===== src/sv/line_tokenizer_with_groups_core_macros.svh =====
// ----------------------------------------------------------------------------
// Line tokenizer assertion macros
// Shared concurrent check wrappers; empty when SYNTHESIS is defined.
// ----------------------------------------------------------------------------
`ifndef LINE_TOKENIZER_WITH_GROUPS_CORE_MACROS_SVH
`define LINE_TOKENIZER_WITH_GROUPS_CORE_MACROS_SVH

`ifndef SYNTHESIS
// Condition must hold at every clock edge outside reset
`define LTG_ASSERT_HOLDS(lbl, clk_s, rst_s, expr) \
  lbl: assert property (@(posedge clk_s) disable iff (rst_s) (expr)) \
    else $error("ltg invariant violated");
// Consequent must hold in the cycle after the antecedent
`define LTG_ASSERT_NEXT(lbl, clk_s, rst_s, ante, cons) \
  lbl: assert property (@(posedge clk_s) disable iff (rst_s) (ante) |=> (cons)) \
    else $error("ltg sequence check failed");
`else
`define LTG_ASSERT_HOLDS(lbl, clk_s, rst_s, expr)
`define LTG_ASSERT_NEXT(lbl, clk_s, rst_s, ante, cons)
`endif

`endif


===== src/sv/ltg_pkg.sv =====
// ----------------------------------------------------------------------------
// Line tokenizer package
// Character codes, token kinds, register indexes and shared structs.
// ----------------------------------------------------------------------------
`default_nettype none

package ltg_pkg;

  // Line geometry
  localparam int MAX_LINE = 1024;
  localparam int POS_W    = 10;
  localparam int LEN_W    = 11;
  localparam logic [POS_W-1:0] POS_LIMIT = POS_W'(MAX_LINE - 1);

  // Result queue geometry
  localparam int QDEPTH = 4;
  localparam int QPTR_W = $clog2(QDEPTH);
  localparam int QCNT_W = $clog2(QDEPTH + 1);

  // Character codes
  localparam logic [7:0] CH_HASH  = 8'h23;
  localparam logic [7:0] CH_BANG  = 8'h21;
  localparam logic [7:0] CH_LBRK  = 8'h5B;
  localparam logic [7:0] CH_RBRK  = 8'h5D;
  localparam logic [7:0] CH_LBRC  = 8'h7B;
  localparam logic [7:0] CH_RBRC  = 8'h7D;
  localparam logic [7:0] CH_DOT   = 8'h2E;
  localparam logic [7:0] CH_SLASH = 8'h2F;
  localparam logic [7:0] CH_TAB   = 8'h09;
  localparam logic [7:0] CH_NL    = 8'h0A;
  localparam logic [7:0] CH_NUL   = 8'h00;
  localparam logic [7:0] SEP_RESET = 8'h20;

  // Token kinds
  localparam logic [2:0] KIND_PLAIN   = 3'd0;
  localparam logic [2:0] KIND_BRACKET = 3'd1;
  localparam logic [2:0] KIND_BRACE   = 3'd2;
  localparam logic [2:0] KIND_HEAD    = 3'd3;
  localparam logic [2:0] KIND_TAIL    = 3'd4;

  // Configuration register indexes
  localparam logic REG_SEPARATOR      = 1'b0;
  localparam logic REG_ALLOW_COMPOSED = 1'b1;

  typedef struct packed {
    logic [7:0] separator;
    logic       allow_composed;
  } cfg_t;

  typedef struct packed {
    logic             token_valid;
    logic [POS_W-1:0] token_offset;
    logic [LEN_W-1:0] token_length;
    logic [2:0]       token_kind;
    logic             line_done;
    logic             brace_error;
    logic             last_result;
  } res_t;

  // Up to two results written into the queue per byte transfer
  typedef struct packed {
    logic [1:0] count;
    res_t       r0;
    res_t       r1;
  } push_t;

endpackage

`default_nettype wire


===== src/sv/ltg_tokenizer.sv =====
// ----------------------------------------------------------------------------
// Line tokenizer byte step
// Holds the line state and turns one transferred byte into zero to two results.
// ----------------------------------------------------------------------------
`default_nettype none
`include "line_tokenizer_with_groups_core_macros.svh"

module ltg_tokenizer (
  input  logic           clk,
  input  logic           rst,
  input  ltg_pkg::cfg_t  cfg,
  input  logic           take,
  input  logic [7:0]     char_code,
  input  logic           last_char,
  output ltg_pkg::push_t push
);

  // Line state
  logic [ltg_pkg::POS_W-1:0] pos, pos_next;
  logic [ltg_pkg::POS_W-1:0] cur_start, cur_start_next;
  logic [ltg_pkg::LEN_W-1:0] cur_length, cur_length_next;
  logic [7:0]                first_byte, first_byte_next;
  logic [7:0]                second_byte, second_byte_next;
  logic [ltg_pkg::POS_W-1:0] dot_offset, dot_offset_next;
  logic                      dot_found, dot_found_next;
  logic [10:0]               brace_nesting, brace_nesting_next;
  logic [11:0]               brace_balance, brace_balance_next;
  logic                      first_pending, first_pending_next;
  logic                      stopped, stopped_next;

  // Byte classification
  logic drop, hash_start, work, is_open, is_close, plain_byte;
  logic in_brk, in_brc, keep_in, tok_end;
  logic [10:0] nest_inc, nest_after;
  logic [11:0] bal_byte, bal_fin;

  // Token after adding this byte
  logic [ltg_pkg::POS_W-1:0] start_a, dot_a;
  logic [ltg_pkg::LEN_W-1:0] len_a;
  logic [7:0]                first_a, second_a;
  logic                      found_a;
  logic emit, comment, brk_tok, brc_tok, split, tok_out;

  logic [1:0]    n;
  ltg_pkg::res_t r0, r1;

  assign drop       = !last_char && (pos >= ltg_pkg::POS_LIMIT);
  assign hash_start = (pos == '0) &&
                      ((char_code == ltg_pkg::CH_HASH) || (char_code == ltg_pkg::CH_BANG));
  assign work       = take && !drop && !stopped && !hash_start;

  assign is_open  = (char_code == ltg_pkg::CH_LBRC);
  assign is_close = (char_code == ltg_pkg::CH_RBRC);
  assign nest_inc = brace_nesting + {10'd0, is_open};
  assign bal_byte = brace_balance + {11'd0, is_open} - {11'd0, is_close};
  assign bal_fin  = work ? bal_byte : brace_balance;

  assign plain_byte = (char_code != cfg.separator) && (char_code != ltg_pkg::CH_TAB) &&
                      (char_code != ltg_pkg::CH_NL) && (char_code != ltg_pkg::CH_NUL);
  assign in_brk = (cur_length != '0) && (first_byte == ltg_pkg::CH_LBRK);
  assign in_brc = (cur_length != '0) && (first_byte == ltg_pkg::CH_LBRC);

  // Include / end decision per token type
  always_comb begin
    keep_in    = 1'b0;
    tok_end    = 1'b0;
    nest_after = nest_inc;
    if (in_brk) begin
      keep_in = 1'b1;
      tok_end = last_char || (char_code == ltg_pkg::CH_RBRK);
    end else if (in_brc) begin
      keep_in = 1'b1;
      if (last_char) begin
        tok_end = 1'b1;
      end else if (is_close) begin
        nest_after = nest_inc - 11'd1;
        tok_end    = (nest_after == '0);
      end
    end else begin
      keep_in = plain_byte;
      tok_end = !plain_byte || last_char;
    end
  end

  // Token registers with this byte appended
  assign start_a  = (keep_in && (cur_length == '0)) ? pos : cur_start;
  assign first_a  = (keep_in && (cur_length == '0)) ? char_code : first_byte;
  assign second_a = (keep_in && (cur_length == 11'd1)) ? char_code : second_byte;
  assign found_a  = dot_found || (keep_in && (char_code == ltg_pkg::CH_DOT));
  assign dot_a    = (dot_found || !keep_in) ? dot_offset : cur_length[ltg_pkg::POS_W-1:0];
  assign len_a    = keep_in ? (cur_length + 11'd1) : cur_length;

  assign emit    = work && tok_end && (len_a != '0);
  assign comment = (len_a > 11'd1) &&
                   (((first_a == ltg_pkg::CH_SLASH) && (second_a == ltg_pkg::CH_SLASH)) ||
                    ((first_a == ltg_pkg::CH_HASH) && (second_a == ltg_pkg::CH_HASH)));
  assign brk_tok = (len_a > 11'd1) && (first_a == ltg_pkg::CH_LBRK) &&
                   (char_code == ltg_pkg::CH_RBRK);
  assign brc_tok = (len_a > 11'd1) && (first_a == ltg_pkg::CH_LBRC) && is_close;
  assign split   = first_pending && cfg.allow_composed && found_a;
  assign tok_out = emit && !comment;

  // Result assembly
  always_comb begin
    n  = 2'd0;
    r0 = '0;
    r1 = '0;
    if (tok_out) begin
      n               = 2'd1;
      r0.token_valid  = 1'b1;
      r0.token_offset = start_a;
      r0.token_length = len_a;
      if (brk_tok) begin
        r0.token_kind = ltg_pkg::KIND_BRACKET;
      end else if (brc_tok) begin
        r0.token_kind = ltg_pkg::KIND_BRACE;
      end else if (split) begin
        n               = 2'd2;
        r0.token_length = {1'b0, dot_a};
        r0.token_kind   = ltg_pkg::KIND_HEAD;
        r1.token_valid  = 1'b1;
        r1.token_offset = start_a + dot_a + 10'd1;
        r1.token_length = len_a - {1'b0, dot_a} - 11'd1;
        r1.token_kind   = ltg_pkg::KIND_TAIL;
      end else begin
        r0.token_kind = ltg_pkg::KIND_PLAIN;
      end
    end
    // Line end always produces a result
    if (take && last_char) begin
      if (n == 2'd0) begin
        n = 2'd1;
      end
      if (n == 2'd2) begin
        r1.line_done   = 1'b1;
        r1.brace_error = (bal_fin != '0);
      end else begin
        r0.line_done   = 1'b1;
        r0.brace_error = (bal_fin != '0);
      end
    end
    if (n == 2'd2) begin
      r1.last_result = 1'b1;
    end else if (n == 2'd1) begin
      r0.last_result = 1'b1;
    end
  end

  assign push.count = n;
  assign push.r0    = r0;
  assign push.r1    = r1;

  // Next line state
  always_comb begin
    pos_next           = pos;
    cur_start_next     = cur_start;
    cur_length_next    = cur_length;
    first_byte_next    = first_byte;
    second_byte_next   = second_byte;
    dot_offset_next    = dot_offset;
    dot_found_next     = dot_found;
    brace_nesting_next = brace_nesting;
    brace_balance_next = brace_balance;
    first_pending_next = first_pending;
    stopped_next       = stopped;
    if (take && !drop) begin
      if (last_char) begin
        pos_next           = '0;
        cur_start_next     = '0;
        cur_length_next    = '0;
        first_byte_next    = '0;
        second_byte_next   = '0;
        dot_offset_next    = '0;
        dot_found_next     = 1'b0;
        brace_nesting_next = '0;
        brace_balance_next = '0;
        first_pending_next = 1'b1;
        stopped_next       = 1'b0;
      end else begin
        pos_next = pos + 10'd1;
        if (!stopped && hash_start) begin
          stopped_next = 1'b1;
        end
        if (work) begin
          brace_nesting_next = nest_after;
          brace_balance_next = bal_byte;
          if (emit) begin
            cur_start_next   = '0;
            cur_length_next  = '0;
            first_byte_next  = '0;
            second_byte_next = '0;
            dot_offset_next  = '0;
            dot_found_next   = 1'b0;
            if (comment) begin
              stopped_next = 1'b1;
            end else begin
              first_pending_next = 1'b0;
              if ((char_code == ltg_pkg::CH_NL) || (char_code == ltg_pkg::CH_NUL)) begin
                stopped_next = 1'b1;
              end
            end
          end else begin
            cur_start_next   = start_a;
            cur_length_next  = len_a;
            first_byte_next  = first_a;
            second_byte_next = second_a;
            dot_offset_next  = dot_a;
            dot_found_next   = found_a;
          end
        end
      end
    end
  end

  always_ff @(posedge clk) begin
    if (rst) begin
      pos           <= '0;
      cur_start     <= '0;
      cur_length    <= '0;
      first_byte    <= '0;
      second_byte   <= '0;
      dot_offset    <= '0;
      dot_found     <= 1'b0;
      brace_nesting <= '0;
      brace_balance <= '0;
      first_pending <= 1'b1;
      stopped       <= 1'b0;
    end else begin
      pos           <= pos_next;
      cur_start     <= cur_start_next;
      cur_length    <= cur_length_next;
      first_byte    <= first_byte_next;
      second_byte   <= second_byte_next;
      dot_offset    <= dot_offset_next;
      dot_found     <= dot_found_next;
      brace_nesting <= brace_nesting_next;
      brace_balance <= brace_balance_next;
      first_pending <= first_pending_next;
      stopped       <= stopped_next;
    end
  end

  // A pair of results is always a composed head followed by its tail
  `LTG_ASSERT_HOLDS(a_pair_is_split, clk, rst,
    (n != 2'd2) ||
    ((r0.token_kind == ltg_pkg::KIND_HEAD) && (r1.token_kind == ltg_pkg::KIND_TAIL)))
  // Brace error only appears on the line-end result
  `LTG_ASSERT_HOLDS(a_err_with_done, clk, rst,
    (!r0.brace_error || r0.line_done) && (!r1.brace_error || r1.line_done))
  // Last byte of a line returns the line state to its start
  `LTG_ASSERT_NEXT(a_line_restart, clk, rst, take && last_char,
    (pos == '0) && first_pending && !stopped && (brace_balance == '0))

endmodule

`default_nettype wire


===== src/sv/ltg_result_queue.sv =====
// ----------------------------------------------------------------------------
// Line tokenizer result queue
// Small queue taking up to two results per cycle and giving one per transfer.
// ----------------------------------------------------------------------------
`default_nettype none
`include "line_tokenizer_with_groups_core_macros.svh"

module ltg_result_queue (
  input  logic           clk,
  input  logic           rst,
  input  ltg_pkg::push_t push,
  output logic           space,
  output logic           out_valid,
  input  logic           out_ready,
  output ltg_pkg::res_t  head
);

  ltg_pkg::res_t mem [ltg_pkg::QDEPTH];

  logic [ltg_pkg::QPTR_W-1:0] wr_ptr, rd_ptr;
  logic [ltg_pkg::QCNT_W-1:0] count;
  logic                       pop;

  assign space     = (count <= ltg_pkg::QCNT_W'(ltg_pkg::QDEPTH - 2));
  assign out_valid = (count != '0);
  assign pop       = out_valid && out_ready;
  assign head      = mem[rd_ptr];

  // Storage writes
  always_ff @(posedge clk) begin
    if (push.count != 2'd0) begin
      mem[wr_ptr] <= push.r0;
    end
    if (push.count == 2'd2) begin
      mem[wr_ptr + ltg_pkg::QPTR_W'(1)] <= push.r1;
    end
  end

  // Pointers and fill count
  always_ff @(posedge clk) begin
    if (rst) begin
      wr_ptr <= '0;
      rd_ptr <= '0;
      count  <= '0;
    end else begin
      wr_ptr <= wr_ptr + ltg_pkg::QPTR_W'(push.count);
      rd_ptr <= rd_ptr + ltg_pkg::QPTR_W'(pop);
      count  <= count + ltg_pkg::QCNT_W'(push.count) - ltg_pkg::QCNT_W'(pop);
    end
  end

  `LTG_ASSERT_HOLDS(a_no_overfill, clk, rst, count <= ltg_pkg::QCNT_W'(ltg_pkg::QDEPTH))
  `LTG_ASSERT_HOLDS(a_push_has_room, clk, rst,
    (push.count == 2'd0) || space)
  `LTG_ASSERT_NEXT(a_head_held, clk, rst, out_valid && !out_ready, $stable(head))

endmodule

`default_nettype wire


===== src/sv/line_tokenizer_with_groups_core.sv =====
// ----------------------------------------------------------------------------
// Line tokenizer with groups, top level
// Output: each result enters the result queue at the byte transfer that causes it.
// Throughput: one byte per cycle; a byte that yields a composed head and tail
//   gives two results on the output, and input stalls while fewer than two of the four
//   result queue slots are free.
// Reset: synchronous; clears line state and the result queue, sets separator to
//   space and turns composing on.
// ----------------------------------------------------------------------------
`default_nettype none

module line_tokenizer_with_groups_core (
  input  logic        clk,
  input  logic        rst,
  // Byte channel
  input  logic        in_valid,
  output logic        in_ready,
  input  logic [7:0]  char_code,
  input  logic        last_char,
  // Result channel
  output logic        out_valid,
  input  logic        out_ready,
  output logic        token_valid,
  output logic [9:0]  token_offset,
  output logic [10:0] token_length,
  output logic [2:0]  token_kind,
  output logic        line_done,
  output logic        brace_error,
  output logic        last_result,
  // Configuration writes
  input  logic        cfg_write,
  input  logic        cfg_index,
  input  logic [7:0]  cfg_data
);

  ltg_pkg::cfg_t  cfg;
  ltg_pkg::push_t push;
  ltg_pkg::res_t  head;
  logic           take;

  // Configuration registers
  always_ff @(posedge clk) begin
    if (rst) begin
      cfg.separator      <= ltg_pkg::SEP_RESET;
      cfg.allow_composed <= 1'b1;
    end else if (cfg_write) begin
      case (cfg_index)
        ltg_pkg::REG_SEPARATOR:      cfg.separator      <= cfg_data;
        ltg_pkg::REG_ALLOW_COMPOSED: cfg.allow_composed <= cfg_data[0];
        default: ;
      endcase
    end
  end

  assign take = in_valid && in_ready;

  ltg_tokenizer u_tokenizer (
    .clk       (clk),
    .rst       (rst),
    .cfg       (cfg),
    .take      (take),
    .char_code (char_code),
    .last_char (last_char),
    .push      (push)
  );

  ltg_result_queue u_queue (
    .clk       (clk),
    .rst       (rst),
    .push      (push),
    .space     (in_ready),
    .out_valid (out_valid),
    .out_ready (out_ready),
    .head      (head)
  );

  // Result fields
  assign token_valid  = head.token_valid;
  assign token_offset = head.token_offset;
  assign token_length = head.token_length;
  assign token_kind   = head.token_kind;
  assign line_done    = head.line_done;
  assign brace_error  = head.brace_error;
  assign last_result  = head.last_result;

endmodule

`default_nettype wire

===== config.mk =====
export PLATFORM = sky130hd
export DESIGN_NAME = line_tokenizer_with_groups_core
export DESIGN_NICKNAME = d
export VERILOG_FILES = /design/src/sv/ltg_pkg.sv /design/src/sv/ltg_tokenizer.sv /design/src/sv/ltg_result_queue.sv /design/src/sv/line_tokenizer_with_groups_core.sv
export VERILOG_INCLUDE_DIRS = /design/src /design/src/sv
export SDC_FILE = /design/constraint.sdc
export NUM_CORES = 1
export LEC_CHECK = 0
export ABC_CLOCK_PERIOD_IN_PS = 8950
export BUFFER_PORTS_ARGS = -buffer_cell sky130_fd_sc_hd__clkbuf_2
export CORE_UTILIZATION = 40
export DETAILED_ROUTE_END_ITERATION = 10
export PLACE_DENSITY = 0.58
export SYNTH_ARGS = -nofsm -noshare
export SYNTH_HDL_FRONTEND = slang
export SYNTH_SLANG_ARGS = --single-unit

===== constraint.sdc =====
create_clock -name clk -period 8.95 [get_ports clk]
set_input_delay 2.2375 -clock clk [delete_from_list [all_inputs] [get_ports clk]]
set_output_delay 2.2375 -clock clk [all_outputs]
set_load 0.01 [all_outputs]

==> results.cfg <==
[yosys]
ys_top_cells_by_area = edfxtp_1 24%, dfxtp_1 17%, mux4_2 4.9%
synthMuxAreaShare_pct = 7.071
netlist_instances = 1335
synth_top_cell_by_area = edfxtp_1
ys_ff_latch = 211
syn_avg_cell_area_um2 = 9.596
synth-xor-area-share_pct = 4.717
dominantRegCellSynth = dfxtp_1
synth_edf_count = 104
ys_warn_count = 0
ys_seq_area_share_pct = 41.10
synth.top_cell.area_share_pct = 24.38
yosysUniqueCellTypes = 94
syn_nets = 1406
yosys.area_share.simple_pct = 17.27
synthArstFlopShare_pct = 0
syn_area_um2 = 12810
synth_top_family_by_area = compound AO/OA/AOI/OAI gates
synth_compound_area_share_pct = 19.70
synth_adder_area_share_pct = 4.922

[setup_path]
endpoint_kind = flip-flop
cp.arrival_ns = 7.99
crit_path_frequent_cell = ha_1
crit_fanout = 12
start_kind = input pin
path_delay_family = simple AND/OR/NAND/NOR gates
rr_endpoint = u_queue.count[2]
crit_path_top_delay_cell = and4_1
required_ns = 9.41
critical_path_buf_inv_count = 3
max_stage_delay_ns = 0.65
rr_startpoint = u_tokenizer.cur_length[0]
reg2reg_depth = 15
path_cells = clkbuf_2 > inv_1 > nor4b_1 > nand2_1 > nor2_1 > ha_1 > ha_1 > inv_1 > ha_1 > nor4b_1 > a31oi_1 > a2111o_1 > a21oi_1 > o2111ai_1 > o21ai_1 > and4_1 > xor2_1 > fa_1 > xnor2_1 > or3_1 > a21oi_1
regToRegSetupSlack_ns = 3.54
crit_type = in -> reg

[die]
dieArea_um2 = 32750
io_pins = 53
die_h_um = 181.0
die_w_um = 181.0
core_um2 = 31560
initial_core_util_pct = 40.60
row_count = 65

[sta]
setup_viol = 0
holdWs_ns = 0.4501
fmax_mhz = 132.8
final.setup.tns_ns = 0
skew_ns = 0.01900
tightest_slew_ns = 0.8657
layout_min_cycle_time_ns = 7.533
hold_violations = 0
rsz0062_at_grt = false
slew_headroom_pct = 42.29
min_period_over_period_pct = 84.17
maxSlewViolCount = 0

[placed_design]
dpl.hpwl_um = 24870
port_buffers = 52
gp_congestion = 0.8755
placed_cells = 1726

[clock_network]
cts_made_buffers = 25
ctsResizeCount = 0
clk_latency_ns = 0.54
cts_tree = done
root_buffer = clkbuf_16
cts_buffer_depth = 3
cts.sinks = 211
cts_hold_buffers = 0
path_clk_slew_ns = 0.06
htree_levels = 1
post_cts_buffers = 0

[min_path]
hold_depth = 2
hold_end = u_tokenizer.dot_offset[3]
hold_path_startpoint = u_tokenizer.dot_offset[3]
hold_class = reg -> reg

[run]
max_cap_violations = 0

[finish]
area_growth_pct = 10.21
diodes = 0
layoutNonFillerInstCount = 1772
nNetsFinal = 1422
drive_gt1_share_pct = 14.16

[pwr]
p_comb_share_pct = 28.0
clkPwrFrac_pct = 32.9
pwr-share-seq_pct = 39.1
p_int_mw = 1.971
p_sw_share_pct = 33.17
leakagePower_nw = 5.054
p_sw_mw = 0.9783
power_density_nw_per_um2 = 208.9
ir_drop_mv = 0.1253

[routing]
top_layer = met4
drc = 0
wl_met3_um = 1751
wl_met1_um = 16030
first_pass_iters = 5
wl_per_cell_um = 19.65
wl_met2_um = 16230
vias = 10500
first_iter_violations = 782
wirelength_um = 34820
vias_per_cell = 5.927
final_antenna_net_count = 0

[global_routing]
track_usage_pct = 21.17
overflow = 0
grt_max_degree = 76
antenna_found_initial = 0
grt_pass1_wl_um = 55590
grt_pass1_vias = 9977

[status]
outcome = complete, no violations
-- power groups by stage --
stage / Sequential [mW] / Combinational (mW) / Clock, mW
floorplan: 1.14 / 0.605 / 0
finish: 1.15 / 0.826 / 0.971
global route: 1.16 / 0.901 / 1.02
global placement: 1.17 / 0.825 / 0
detailed placement: 1.17 / 0.829 / 0
CTS: 1.15 / 0.831 / 0.989
-- cells in the mapped netlist, types with 24 or more instances --
library cell	count
a21oi_1	81
a22oi_1	24
clkbuf_1	48
dfxtp_1	107
edfxtp_1	104
ha_1	44
inv_1	69
mux4_2	28
nand2_1	105
nand3_1	48
nor2_1	120
nor3_1	38
o21ai_0	46
o22ai_1	64
xnor2_1	46
-- routing by layer --
metal / track usage [%] / up-vias
met1: 29.64 / 5110
li1: - / 5034
met4: 5.763 / 0
met5: 0 / -
met2: 34.84 / 305
met3: 2.096 / 53
-- worst max path at each step --
| stage | start | endpoint | slack, ns | cells after the start |
|---|---|---|---|---|
| after global routing | char_code[5] | u_queue.count[2] | 0.92 | 21 |
| final | char_code[5] | u_queue.count[2] | 1.42 | 21 |
| after detailed placement | char_code[5] | u_queue.count[2] | 0.98 | 21 |
| after global placement | char_code[5] | u_queue.mem[1][1] | 1.13 | 20 |
| after CTS | char_code[5] | u_queue.count[2] | 1.51 | 21 |
| after floorplan | char_code[5] | u_queue.count[2] | 1.82 | 25 |
-- worst min-delay path, delay by kind of cell (launching register included) --
kind | cells | cell delay, ns
DFF | 1 | 0.31
and+or+nand+nor | 1 | 0.05
AOI/OAI and AO/OA | 1 | 0.05
-- stage by stage --
step / util (%) / setup slack, ns / area (µm²) / power [mW]
2_1_floorplan: - / 1.822 / 12810 / 1.741
3_3_place_gp: 42.29 / 1.131 / 13350 / 1.996
3_5_place_dp: 42.29 / 0.9816 / 13350 / 2.003
4_1_cts: 44.74 / 1.506 / 14120 / 2.974
5_1_grt: 44.74 / 0.9187 / 14120 / 3.087
6_report: 44.74 / 1.417 / 14120 / 2.950
-- sequential cells by signal, indices dropped and copies added, names as in the netlist, 3 cells and up --
name	cells
cfg	9
u_queue.count	3
u_queue.mem	112
u_tokenizer.brace_balance	12
u_tokenizer.brace_nesting	11
u_tokenizer.cur_length	11
u_tokenizer.cur_start	10
u_tokenizer.dot_offset	10
u_tokenizer.first_byte	8
u_tokenizer.pos	10
u_tokenizer.second_byte	8
-- cell usage in the layout (no fill, tap or decap), drive strengths merged, types with 46 or more instances in the layout --
cell / instances
o21ai: 56
nand3: 48
nand2: 113
clkbuf: 83
nor2: 123
edfxtp: 104
xnor2: 46
o22ai: 71
inv: 73
dfxtp: 107
a21oi: 81
-- final cells by class --
cell class	count	area, µm²
clock buffer	31	658.1
fill	3063	17440
inverter	70	262.8
tap	402	503.0
sequential	211	5266
timing repair buffer	74	425.4
multi-input combinational	969	6888
clock inverter	15	115.1
-- cell families (layout without fill, tap and decap cells) --
kind of cell	Yosys count	count (layout)
buffers and inverters	155	190
AOI/OAI and AO/OA	357	357
muxes	55	55
and+or+nand+nor	440	440
DFF	211	211
xor gates and xnor gates	69	69
adders and majority gates	48	48
Power figures use the tool's default switching activity.
